===== config.mk =====
export PLATFORM = sky130hd
export DESIGN_NAME = vgts_lerp
export DESIGN_NICKNAME = d
export VERILOG_FILES = /design/src/design/vgts_lerp.sv
export SDC_FILE = /design/constraint.sdc
export NUM_CORES = 2
export LEC_CHECK = 0
export ABC_AREA = 1
export BUFFER_PORTS_ARGS = -buffer_cell sky130_fd_sc_hd__buf_2
export CORE_MARGIN = 8
export CORE_UTILIZATION = 40
export DETAILED_ROUTE_END_ITERATION = 10
export REMOVE_ABC_BUFFERS = 1
export SLEW_MARGIN = 20
export SYNTH_ARGS = -nofsm -noshare
export SYNTH_HDL_FRONTEND = slang
export SYNTH_SLANG_ARGS = --single-unit

===== constraint.sdc =====
create_clock -name clock -period 13.8 [get_ports clock]
set_clock_uncertainty 0.05 [all_clocks]
set_input_delay 2.76 -clock clock [delete_from_list [all_inputs] [get_ports clock]]
set_output_delay 2.76 -clock clock [all_outputs]
set_load 0.02 [all_outputs]

===== src/design/vgts_lerp.sv =====
// one interpolation step per cycle: a + floor((b - a) * t / 2^frac), registered
`default_nettype none
module vgts_lerp #(
   parameter int FRAC_BITS = 16
) (
   input  wire                      clock,
   input  wire  signed [35:0]       a_in,
   input  wire  signed [35:0]       b_in,
   input  wire         [FRAC_BITS-1:0] t_in,
   output logic signed [35:0]       y_out
);
   logic signed [36:0] diff;
   logic signed [37+FRAC_BITS:0] prod;
   logic signed [37+FRAC_BITS:0] shifted;
   logic signed [35:0] y_ff, y_in;

   assign diff    = 37'(a_in) - 37'(b_in);
   // floor of (b-a)*t >> frac via arithmetic shift of (b-a)*t
   assign prod    = (38+FRAC_BITS)'(-diff) * $signed({1'b0, t_in});
   assign shifted = prod >>> FRAC_BITS;
   assign y_in    = 36'(37'(a_in) + 37'(shifted));

   always_ff @(posedge clock) begin
      y_ff <= y_in;
   end
   assign y_out = y_ff;
endmodule
`default_nettype wire


# After elaboration in Yosys (flattened, before gate mapping)
# Cells that the tools add are included.
[totals] reg_bits=36 input_bits=89 out_inout_bits=36 word_cells=5
[classes] addsub=3 n_mul=1
[op_table] cell="multiplier 54 x 17 -> 52 bit" n=1
[op_table] cell="negator 37 -> 54 bit" n=1
[op_table] cell="subtractor 36 x 36 -> 37 bit" n=1
[op_table] cell="adder 36 bit" n=1

# Logic depth before layout (Yosys ltp)
[depth] ltp_word=4 ltp_mapped=54 ltp_nobuf=53

# Least setup slack after synthesis
# Ideal clock, no wire load.
[synth_timing] path_kind="input -> register" startpoint="in b_in[0]" endpoint="reg y_ff[33], in the netlist y_out[33]" setup_ns=0.127 arrival_ns=11.309 path_slack_ns=2.315 cell_stages=46 path_buffers=0 path_cell_list="inv_1 > ha_1 > fa_1 > inv_1 > nand3_1 > nand2_1 > a31oi_1 > o21ai_0 > nand3_1 > nand2_1 > xor2_1 > clkinv_1 > nor2_1 > fa_1 > inv_1 > fa_1 > fa_1 > inv_1 > [... 10 more ...] > nand2_1 > nor2_1 > o21ai_0 > a21o_1 > xor2_1 > ha_1 > a21oi_1 > o21ai_0 > a21oi_1 > nand3_1 > a31o_2 > a21oi_1 > inv_1 > nand2_1 > o211ai_1 > a21oi_1 > o21ai_0 > xor2_1"
[synth_via] elab_chain_len=4
[synth_rtl] item="from (decl)" line="8" rtl="input wire signed [35:0] b_in,"
[synth_rtl] item="subtractor 36 x 36 -> 37 bit" line="17" rtl="assign diff = 37'(a_in) - 37'(b_in);"
[synth_rtl] item="negator 37 -> 54 bit" line="19" rtl="assign prod = (38+FRAC_BITS)'(-diff) * $signed({1'b0, t_in});"
[synth_rtl] item="multiplier 54 x 17 -> 52 bit" line="19"
[synth_rtl] item="adder 36 bit" line="21" rtl="assign y_in = 36'(37'(a_in) + 37'(shifted));"
[synth_rtl] item="named net y_in[33]" line="15" rtl="logic signed [35:0] y_ff, y_in;"
[synth_rtl] item="to (signal assigned)" line="24" rtl="y_ff <= y_in;"
[synth_rtl] item="to (decl)" line="15"
# The timed path passes the listed nets, and every way through them passes these cells.

# Worst setup path after layout
[layout_timing] startpoint="in a_in[0]" endpoint="reg y_ff[35], in the netlist y_out[35]"
[layout_via] elab_chain_len=4
[layout_rtl] item="from (decl)" line="7" rtl="input wire signed [35:0] a_in,"
[layout_rtl] item="subtractor 36 x 36 -> 37 bit" line="17"
[layout_rtl] item="negator 37 -> 54 bit" line="19"
[layout_rtl] item="multiplier 54 x 17 -> 52 bit" line="19"
[layout_rtl] item="adder 36 bit (*)" line="21"
[layout_rtl] item="named net y_in[35]" line="15"
# The timed path passes the listed nets; every way through them passes the cells marked *.

==> reports/qor.csv <==
stage,metric,value,unit
outcome,outcome,"complete, no violations",
synth,synth_top_area_share,44.6,%
critical_path,cp_slowest_stage_delay,0.60,ns
detailed_routing,vias,22100,
final_layout,drive_above_1_share,6.87,%
clock_tree,cts_buffer_depth,2,
synth,synth-xor-area-share,2.94,%
synth,synth_area,0.0262,sq mm
clock_tree,cts.clk_slew.worst_paths,0.06,ns
clock_tree,cts-root-buf,clkbuf_16,
floorplan,io_pins,125,
floorplan,dieArea,0.0740,sq mm
final_layout,area_growth,7.04,%
sta,setup-violations-final,0,
sta,min_period,13.15,ns
synth,yosys-top-cells-count,"inv_1 (959), nand2_1 (728), fa_1 (584)",
floorplan,core,0.0654,sq mm
sta,tns,0,ns
sta,worst_pin_slew,1.19,ns
final_layout,insertedDiodeCount,0,
grt,grt.total_usage,22.8,%
grt,grt_first_pass_wirelength,132000,um
synth,synthMuxAreaShare,0,%
synth,synth_top_family_by_area,adder cells,
sta,timing.fmax,76.1,MHz
synth,syn_inst,3502,
sta,rsz0062_at_grt,false,
detailed_routing,vias_per_cell,4.97,
synth,avgSynthCellArea,7.49,sq um
sta,drv_slew,0,
synth,yosys.area.top_type,fa_1,
sta,hold_viol_final,0,
clock_tree,numCtsBuffers,5,
grt,grt_max_degree,47,
detailed_routing,antenna_left,0,
sta,min_period_over_period,95.3,%
clock_tree,cts_tree,built,
clock_tree,postCtsSetupRepairBufs,0,
synth,synthArstFlopShare,0,%
floorplan,die_w,272,um
floorplan,num_rows,94,
critical_path,required,13.94,ns
final_layout,multi_input_comb_area,0.0215,sq mm
place,portBuffers,124,
place,dp_hpwl,71000,um
final_layout,final_area,0.0281,sq mm
synth,synth_compound_area_share,6.16,%
detailed_routing,dr.pass1.iters,5,
critical_path,crit_type,primary input to register,
final_layout,final_nets,4447,
synth,yosysMostFrequentCell,inv_1,
synth,yosys.cell_types.count,49,
critical_path,crit_slowest_cell,xor2_2,
detailed_routing,drt_wl_total,83600,um
sta,relSlewSlack,20.9,%
place,place_area,0.0279,sq mm
critical_path,path_max_fanout,10,
synth,synth_ff_type,dfxtp_1,
worst_hold_path,holdCritPathClass,primary input to register,
clock_tree,clock_sinks,36,
critical_path,end_kind,register,
place,finalWeightedCongestion,0.947,
run,drv_cap,0,
grt,grt_pass1_vias,23400,
floorplan,die_h,272,um
floorplan,initial_core_util,40.1,%
critical_path,critical_path.startpoint_type,primary input,
final_layout,fin_util,42.9,%
clock_tree,ctsHtreeMaxLevel,2,
synth,yosysSeqAreaShare,2.75,%
synth,synth-edff-count,0,
synth,yosys.area_share.simple,19.0,%
final_layout,seq_area,721,sq um
synth,yosys_warnings,0,
grt,antenna_found_initial,1,
grt,globalRoute.totalOverflow,0,
synth,synthTopCellsByArea,"fa_1 (45%), inv_1 (14%), nand2_1 (10%), ha_1 (9.2%), nor2_1 (5.5%)",
detailed_routing,first_iter_violations,1364,
critical_path,arrival,13.28,ns
final_layout,largest_reg_flops,36,
synth,ys_seq_elements,36,
detailed_routing,wire_per_inst,18.8,um
synth,synthAdderAreaFrac,53.7,%
final_layout,num-fill-cells,6961,
detailed_routing,drc_errors,0,
critical_path,path_common_cell,nand2_1,
## layer usage
layer	routed length [um]	up-vias	GRT usage, %	part of all wire, %
met2	41200	627	40.5	49
met4	2810	0	6.33	3.4
met1	34900	11000	29.3	42
met3	4650	145	2.53	5.6
met5	0	-	0	0
li1	-	10300	-	-
## worst paths after layout
| check | startpoint | cells after the start | end |
|---|---|---|---|
| worst max-delay path | a_in[0] | 47 | y_out[35] |
| worst min-delay path | a_in[0] | 2 | y_out[0] |
## critical path, delay by kind of cell
| family | cells | cell delay [ns] |
|---|---|---|
| xor gates and xnor gates | 3 | 0.93 |
| adders and majority gates | 10 | 4.17 |
| and+or+nand+nor | 21 | 3.21 |
| buffers and inverters | 8 | 0.89 |
| AOI/OAI and AO/OA | 5 | 1.31 |
## layout by cell type (no fill, tap or decap), types with 8 or more instances in the layout
master | synthesis | layout
a31oi_1 | 19 | 19
nand2_1 | 728 | 728
inv_1 | 959 | 957
nand4_1 | 10 | 10
fa_1 | 584 | 584
a21o_1 | 10 | 10
ha_1 | 192 | 192
nor2_1 | 387 | 387
buf_2 | 3 | 124
nor4_1 | 8 | 8
clkinv_1 | 12 | 10
a21oi_1 | 149 | 149
xnor2_1 | 37 | 35
nand3_1 | 55 | 55
dfxtp_1 | 36 | 36
o21ai_0 | 61 | 60
or2_2 | 17 | 17
buf_4 | 0 | 48
xor2_1 | 51 | 50
nand2_2 | 16 | 16
## area by class of cell
type | count | share of cell area [%]
clock buffer | 6 | 0.495
multi-input combinational | 2394 | 76.5
timing repair buffer | 172 | 3.49
clock inverter | 2 | 0.0356
sequential | 36 | 2.57
tap | 864 | 3.85
inverter | 973 | 13.1
## cell families after synthesis
family,after synthesis
AOI/OAI and AO/OA,283
xor gates and xnor gates,88
adders and majority gates,776
buffers and inverters,1072
DFF,36
and+or+nand+nor,1247
## metrics by stage
step	setup WS, ns	instances	hold WS (ns)
after floorplan	2.30	3403	2.84
after CTS	0.377	4447	2.65
after detailed placement	0.126	4439	2.95
after global placement	0.160	4439	2.96
final	0.653	4447	2.66
after global routing	0.00262	4447	2.68
## repair_timing
action                                  in CTS  in global routing
hold buffers                                 0                  0
resized for setup                            0                  6
endpoints found under the setup margin       0                  3
Power is left out: the tool's default activity adds up to more than one toggle a clock period on the data nets, which glitch-free logic cannot reach.
