===== src/design/vgts_axis.sv =====
// per-axis coordinate: (pos - origin) * inv, range check, split index/fraction
`default_nettype none
module vgts_axis #(
   parameter int GRID      = 32,
   parameter int FRAC_BITS = 16,
   parameter int IW        = 5
) (
   input  wire               clock,
   input  wire        [31:0] pos_in,
   input  wire        [31:0] origin_in,
   input  wire        [31:0] inv_in,
   output logic              ok_out,
   output logic [IW-1:0]     i0_out,
   output logic [IW-1:0]     i1_out,
   output logic [FRAC_BITS-1:0] t_out
);
   logic signed [32:0] rel_ff;
   logic        [31:0] inv_ff;
   logic        [64:0] prod;
   logic        [64:0] g;
   logic               ok_in;
   logic [IW-1:0]      i0_in, i1_in;
   logic [FRAC_BITS-1:0] t_in;
   logic               ok_ff;
   logic [IW-1:0]      i0_ff, i1_ff;
   logic [FRAC_BITS-1:0] t_ff;

   // stage one: subtraction
   always_ff @(posedge clock) begin
      rel_ff <= $signed({pos_in[31], pos_in}) - $signed({origin_in[31], origin_in});
      inv_ff <= inv_in;
   end

   // stage two: 33x32 product and range check
   assign prod = {32'd0, rel_ff[32:0]} * {33'd0, inv_ff};
   assign g    = prod >> FRAC_BITS;
   always_comb begin
      ok_in = 1'b1;
      i0_in = '0;
      t_in  = '0;
      if (inv_ff != 32'd0) begin
         if (rel_ff[32]) ok_in = 1'b0;
         else if (g > (65'(GRID - 1) << FRAC_BITS)) ok_in = 1'b0;
         i0_in = IW'(g >> FRAC_BITS);
         t_in  = g[FRAC_BITS-1:0];
      end
      i1_in = (32'(i0_in) + 32'd1 < 32'(GRID)) ? IW'(i0_in + 1'b1) : IW'(GRID - 1);
   end

   always_ff @(posedge clock) begin
      ok_ff <= ok_in;
      i0_ff <= i0_in;
      i1_ff <= i1_in;
      t_ff  <= t_in;
   end
   assign ok_out = ok_ff;
   assign i0_out = i0_ff;
   assign i1_out = i1_ff;
   assign t_out  = t_ff;
endmodule
`default_nettype wire


===== config.mk =====
export PLATFORM = sky130hd
export DESIGN_NAME = vgts_axis
export DESIGN_NICKNAME = d
export VERILOG_FILES = /design/src/design/vgts_axis.sv
export SDC_FILE = /design/constraint.sdc
export NUM_CORES = 2
export LEC_CHECK = 0
export ABC_AREA = 1
export ABC_CLOCK_PERIOD_IN_PS = 13100
export BUFFER_PORTS_ARGS = -buffer_cell sky130_fd_sc_hd__buf_2
export CORE_ASPECT_RATIO = 1.4
export CORE_UTILIZATION = 50
export CTS_CLUSTER_SIZE = 20
export DETAILED_ROUTE_END_ITERATION = 10
export PLACE_DENSITY = 0.63
export SETUP_SLACK_MARGIN = 0.3
export SKIP_LAST_GASP = 1
export SLEW_MARGIN = 20
export SYNTH_ARGS = -nofsm -noshare
export SYNTH_HDL_FRONTEND = slang
export SYNTH_SLANG_ARGS = --single-unit

===== constraint.sdc =====
create_clock -name clock -period 13.1 [get_ports clock]
set_clock_uncertainty 0.05 [all_clocks]
set_input_delay 1.965 -clock clock [delete_from_list [all_inputs] [get_ports clock]]
set_output_delay 1.965 -clock clock [all_outputs]
set_load 0.005 [all_outputs]

# == Yosys cells after proc, flatten, opt, wreduce, memory -nomap -nowiden ==
# Cells that the tools add are included.
# totals
output_inout_bits,27
register_bits,92
elab_cells,16
# op_classes
multipliers,1
n_reduce_logical,1
magnitude_cmp,2
n_mux,3
add_sub_neg,3
# op_table
op,count
$mul 33x32->65,1
$gt 49x21->1 const B,1
$sub 32x32->33,1
$reduce_bool 32->1,1
$add 5x1->6 const B,1
$lt 6x6->1 const B,1
$add 5x1->5 const B,1
$mux 5,1
$mux 1,2

# == Longest topological paths before layout ==
# logic_depth
ltp_word,4
depth_mapped,41
ltp_nobuf,39

# == Least setup slack after synthesis ==
# Ideal clock, no wire load.
# synth_path
kind,reg-to-reg
start,register inv_ff[2]
end,register i1_ff[4] (netlist: i1_out[4])
slack_ns,6.231
setup_ns,0.122
period_less_slack_ns,6.869
t_arrival_ns,6.696
stages_incl_launch_ff,30
required_time_ns,12.928
path_cell_list,dfxtp_1 -> clkbuf_1 -> clkbuf_1 -> nand2_1 -> fa_1 -> inv_1 -> fa_1 -> inv_1 -> fa_1 -> fa_1 -> inv_1 -> fa_1 -> fa_1 -> fa_1 -> inv_1 -> fa_1 -> inv_1 -> ha_1 -> nand2_1 -> inv_1 -> a21oi_1 -> o21ai_0 -> a21oi_1 -> nand2_1 -> xnor2_1 -> nor2_1 -> ha_1 -> nand2_1 -> o21ai_0 -> nand3b_1
# synth_via
elab_chain_len,4
elab_cells_between_ends,6
# synth_rtl
element,line,text
"start, declared",18,logic [31:0] inv_ff;
"start signal, assigned",31,inv_ff <= inv_in;
$mul 33x32->65 or $reduce_bool 32->1 (tied branches),"35, 41",
$mux 5 (*),41,if (inv_ff != 32'd0) begin
named net i0_in[0],22,"logic [IW-1:0] i0_in, i1_in;"
$add 5x1->6,47,i1_in = (32'(i0_in) + 32'd1 < 32'(GRID)) ? IW'(i0_in + 1'b1) : IW'(GRID - 1);
$lt 6x6->1,47,
"end signal, assigned",53,i1_ff <= i1_in;
"end, declared",25,"logic [IW-1:0] i0_ff, i1_ff;"
# The timed path passes the listed nets; every way through them passes the cells marked *.
# A chain may end at the register's enable or synchronous reset.

# == Worst setup path in the final report ==
# layout_path
start,register rel_ff[29]
end,register ok_ff (netlist: ok_out)
# layout_via
elab_chain_len,4
# layout_rtl
element,line,text
"start, declared",17,logic signed [32:0] rel_ff;
"start signal, assigned",30,"rel_ff <= $signed({pos_in[31], pos_in}) - $signed({origin_in[31], origin_in});"
$mul 33x32->65,35,"assign prod = {32'd0, rel_ff[32:0]} * {33'd0, inv_ff};"
$gt 49x21->1,43,else if (g > (65'(GRID - 1) << FRAC_BITS)) ok_in = 1'b0;
$mux 1,43,
$mux 1,42,if (rel_ff[32]) ok_in = 1'b0;
"end signal, assigned",51,ok_ff <= ok_in;
"end, declared",24,logic ok_ff;
# No other way between the ends.

==> results.md <==
Status:
- The run finished with clean final reports.

Yosys:
- The mean instance size in the synthesized netlist is 7.483 µm².
- The share of synthesized area occupied by flip-flops and latches is under 10%.
- The count of cell types in the netlist is 39.
- The number of instances in the synthesized netlist is 5369.
- Counting flops with an async set or reset pin after synthesis yields a share of 0%.
- The number of warnings reported in the yosys synthesis log is 0.
- In this run, synthesis produced a sequential element count of 92.
- For this run, the leading register cell type out of synthesis is sky130_fd_sc_hd__dfxtp_1.
- The cell area that synthesis handed to floorplanning was 0.04017 mm².
- Yosys mapped a number of flops with a built-in enable equal to 0.
- The number of nets in the synthesized netlist is 6686.

Clock network:
- The clock latency of the later-clocked register in the worst-skew pair is 430 ps.
- The number of hold buffers added after CTS is 0.
- After clock tree synthesis, the setup repair step added 0 buffers.
- After clock tree synthesis, the clock-pin slew on the worst setup and hold paths is 120 ps.
- The clock net in this run drives a total of around 90 sinks.
- The clock tree root buffer cell is sky130_fd_sc_hd__clkbuf_16.
- The clock tree buffer depth is 2.
- The post-cts resize count is 0.
- The number of levels the H-tree was split into is 3.
- TritonCTS built the clock tree.
- Counting the buffers created by CTS gives 9.

Floorplan:
- Once the floorplan was initialized, standard cells occupied 50.71% of the core.
- In this run the vertical extent of the chip is 337.4 µm.
- The number of top-level pins is roughly 120.
- The area of the die is 0.08150 mm².
- The standard-cell row count is ~120.
- The x dimension of the die is 241.6 µm.
- The core region is 0.07922 mm².

Cells and area:
- The top cell types in the final layout, fill and taps aside, are sky130_fd_sc_hd__inv_1 (1660), sky130_fd_sc_hd__nand2_1 (1608), sky130_fd_sc_hd__fa_1 (926), sky130_fd_sc_hd__ha_1 (294), sky130_fd_sc_hd__nor2_1 (176).
- The synthesis-to-layout area growth is 4.612%.
- After filler insertion, the fill cell instance count of the layout stands at 7826.
- The leading cell type in the layout, fill and taps excluded is sky130_fd_sc_hd__inv_1.
- The ratio of cells with drive above 1 in the final layout is approximately 4.5%.
- The net count of the finished layout is 6650.
- The sequential cells in the finished layout cover a total of around 0.0019 mm².
- The multi-input combinational cells in the finished layout cover a total of between 0.03 and 0.04 mm².

Route:
- The first detailed-routing pass ran for 5 iterations.
- After detailed routing, the number of vias per cell comes to 5.113.
- The routed wire length is 118.6 mm.
- After detailed routing, the average wire length per cell comes to 18.55 µm.
- The routed layout has 32690 vias.
- In this run, the number of DRC markers left after iteration 0 of detailed routing was 1926.
- After detailed routing, the number of remaining DRC violations is 0.
- The number of nets with antenna violations after routing is 0.

Critical path:
- The endpoint type of the worst setup path is a flop.
- The path type of the worst setup path is reg -> reg.
- The slowest stage of the critical path is the sky130_fd_sc_hd__dfxtp_2 cell.
- The kind of launch point of the worst setup path is a flop.
- The endpoint required time on the critical path is between 10000 and 15000 ps.
- On the worst path, the slowest cell contributes a delay of 1000 ps.
- Along the worst path, the maximum fanout reaches 32.
- At the worst endpoint, the arrival time is 8500 ps.
- The cell repeated most along the worst path is sky130_fd_sc_hd__fa_1.

Timing:
- The slew at the pin with the worst max-slew slack is 1010 ps.
- Setup repair after global routing left no endpoint under its margin.
- The final number of hold-violating endpoints came to 0.
- Hold is met by 1229 ps.
- The maximum achievable frequency is 122.5 MHz.
- Measured against its own limit, the worst slew margin works out to 32.64%.
- The max-slew violation count is 0.
- The final critical delay including setup and external delays is 8166 ps.
- Once routing completed, OpenROAD measured the worst setup slack at between 4000 and 5000 ps.
- The sum of negative setup slack is 0 ps.
- The final critical path takes up 62.34% of the cycle.
- The final setup violation count is 0.

Placement:
- Once detailed placement completed, the half-perimeter wirelength came to 95.74 mm.
- The weighted congestion reported at the end of routability-driven placement is 0.9938.
- OpenSTA, run right after detailed placement, puts the worst setup slack at 4994 ps.
- Input and output buffers added on the ports amount to 123.

Global routing:
- The via count of the first global-routing pass is between 30000 and 40000.
- The wire length of the first global-routing pass is 192.2 mm.
- The maximum number of pins on one net before global-route repair is 35.
- The number of antenna violations at the first check in global routing was 2.
- For this run the aggregate overflow at the end of global routing stands at 0.
- The total routing resource utilization after global routing is between 30% and 40%.

Min path:
- In this run the worst hold path is classified as reg -> reg.

Job:
- The max-capacitance violation count is 0.
flip-flops by register name (all words and copies together) (netlist names):
signal,count
inv_ff,32
i0_out,5
t_out,16
i1_out,5
ok_out,1
rel_ff,33
synth_stat cells, types with 16 or more instances:
cell type	count	share of area [%]
sky130_fd_sc_hd__nand4_1	23	0.36
sky130_fd_sc_hd__xor2_1	25	0.55
sky130_fd_sc_hd__nand3_1	64	0.80
sky130_fd_sc_hd__ha_1	294	9.2
sky130_fd_sc_hd__o21ai_0	27	0.34
sky130_fd_sc_hd__fa_1	926	46
sky130_fd_sc_hd__dfxtp_1	92	4.6
sky130_fd_sc_hd__xnor2_1	23	0.50
sky130_fd_sc_hd__a21oi_1	106	1.3
sky130_fd_sc_hd__clkbuf_1	228	2.1
sky130_fd_sc_hd__inv_1	1660	16
sky130_fd_sc_hd__nand2_1	1608	15
sky130_fd_sc_hd__nor2_1	176	1.6
sky130_fd_sc_hd__nor3_1	16	0.20
routing by layer:
layer	vias up	GRT usage (%)	wire (µm)
li1	14850	-	-
met1	16520	37.22	45670
met2	1054	54.73	60650
met3	272	3.612	6787
met4	0	13.39	5489
met5	-	0	0
cell families after synthesis:
logic type,Yosys count,share of synthesized area [%]
flops,92,4.584
compound gates,181,2.504
simple gates,1932,18.81
fa+ha+maj,1220,55.30
xor+xnor,49,1.087
buf+inv,1895,17.72
per-stage QoR:
step / util (%) / cells / cell area, µm²
floorplan: - / 5369 / 40170
global placement: 52.65 / 6376 / 41710
detailed placement: 52.65 / 6376 / 41710
CTS: 53.04 / 6392 / 42020
global route: 53.05 / 6393 / 42030
finish: 53.05 / 6394 / 42030
worst paths after layout:
kind,startpoint,endpoint,slack (ps),depth (start not counted)
max,rel_ff[29],ok_out,4930,31
min,rel_ff[32],ok_out,1230,10
max reg2reg,rel_ff[29],ok_out,4930,31
min reg2reg,rel_ff[32],ok_out,1230,10
layout make-up:
class / instances / area share [%]
Multi-Input combinational cell: 3382 / 74.29
Clock inverter: 7 / 0.2054
Inverter: 1665 / 14.87
Sequential cell: 92 / 4.409
Antenna cell: 2 / 0.01191
Clock buffer: 9 / 0.5359
Timing Repair Buffer: 183 / 2.536
Tap cell: 1054 / 3.138
critical path, delay by kind of cell, from the launching register on:
kind,cells,cell delay [ps]
buffers and inverters,7,430
adders and majority gates,9,4660
DFF,1,1000
and+or+nand+nor,15,1940
Power is not shown: default switching activity piles up to over one toggle a cycle in this logic, so the estimate is an artifact.
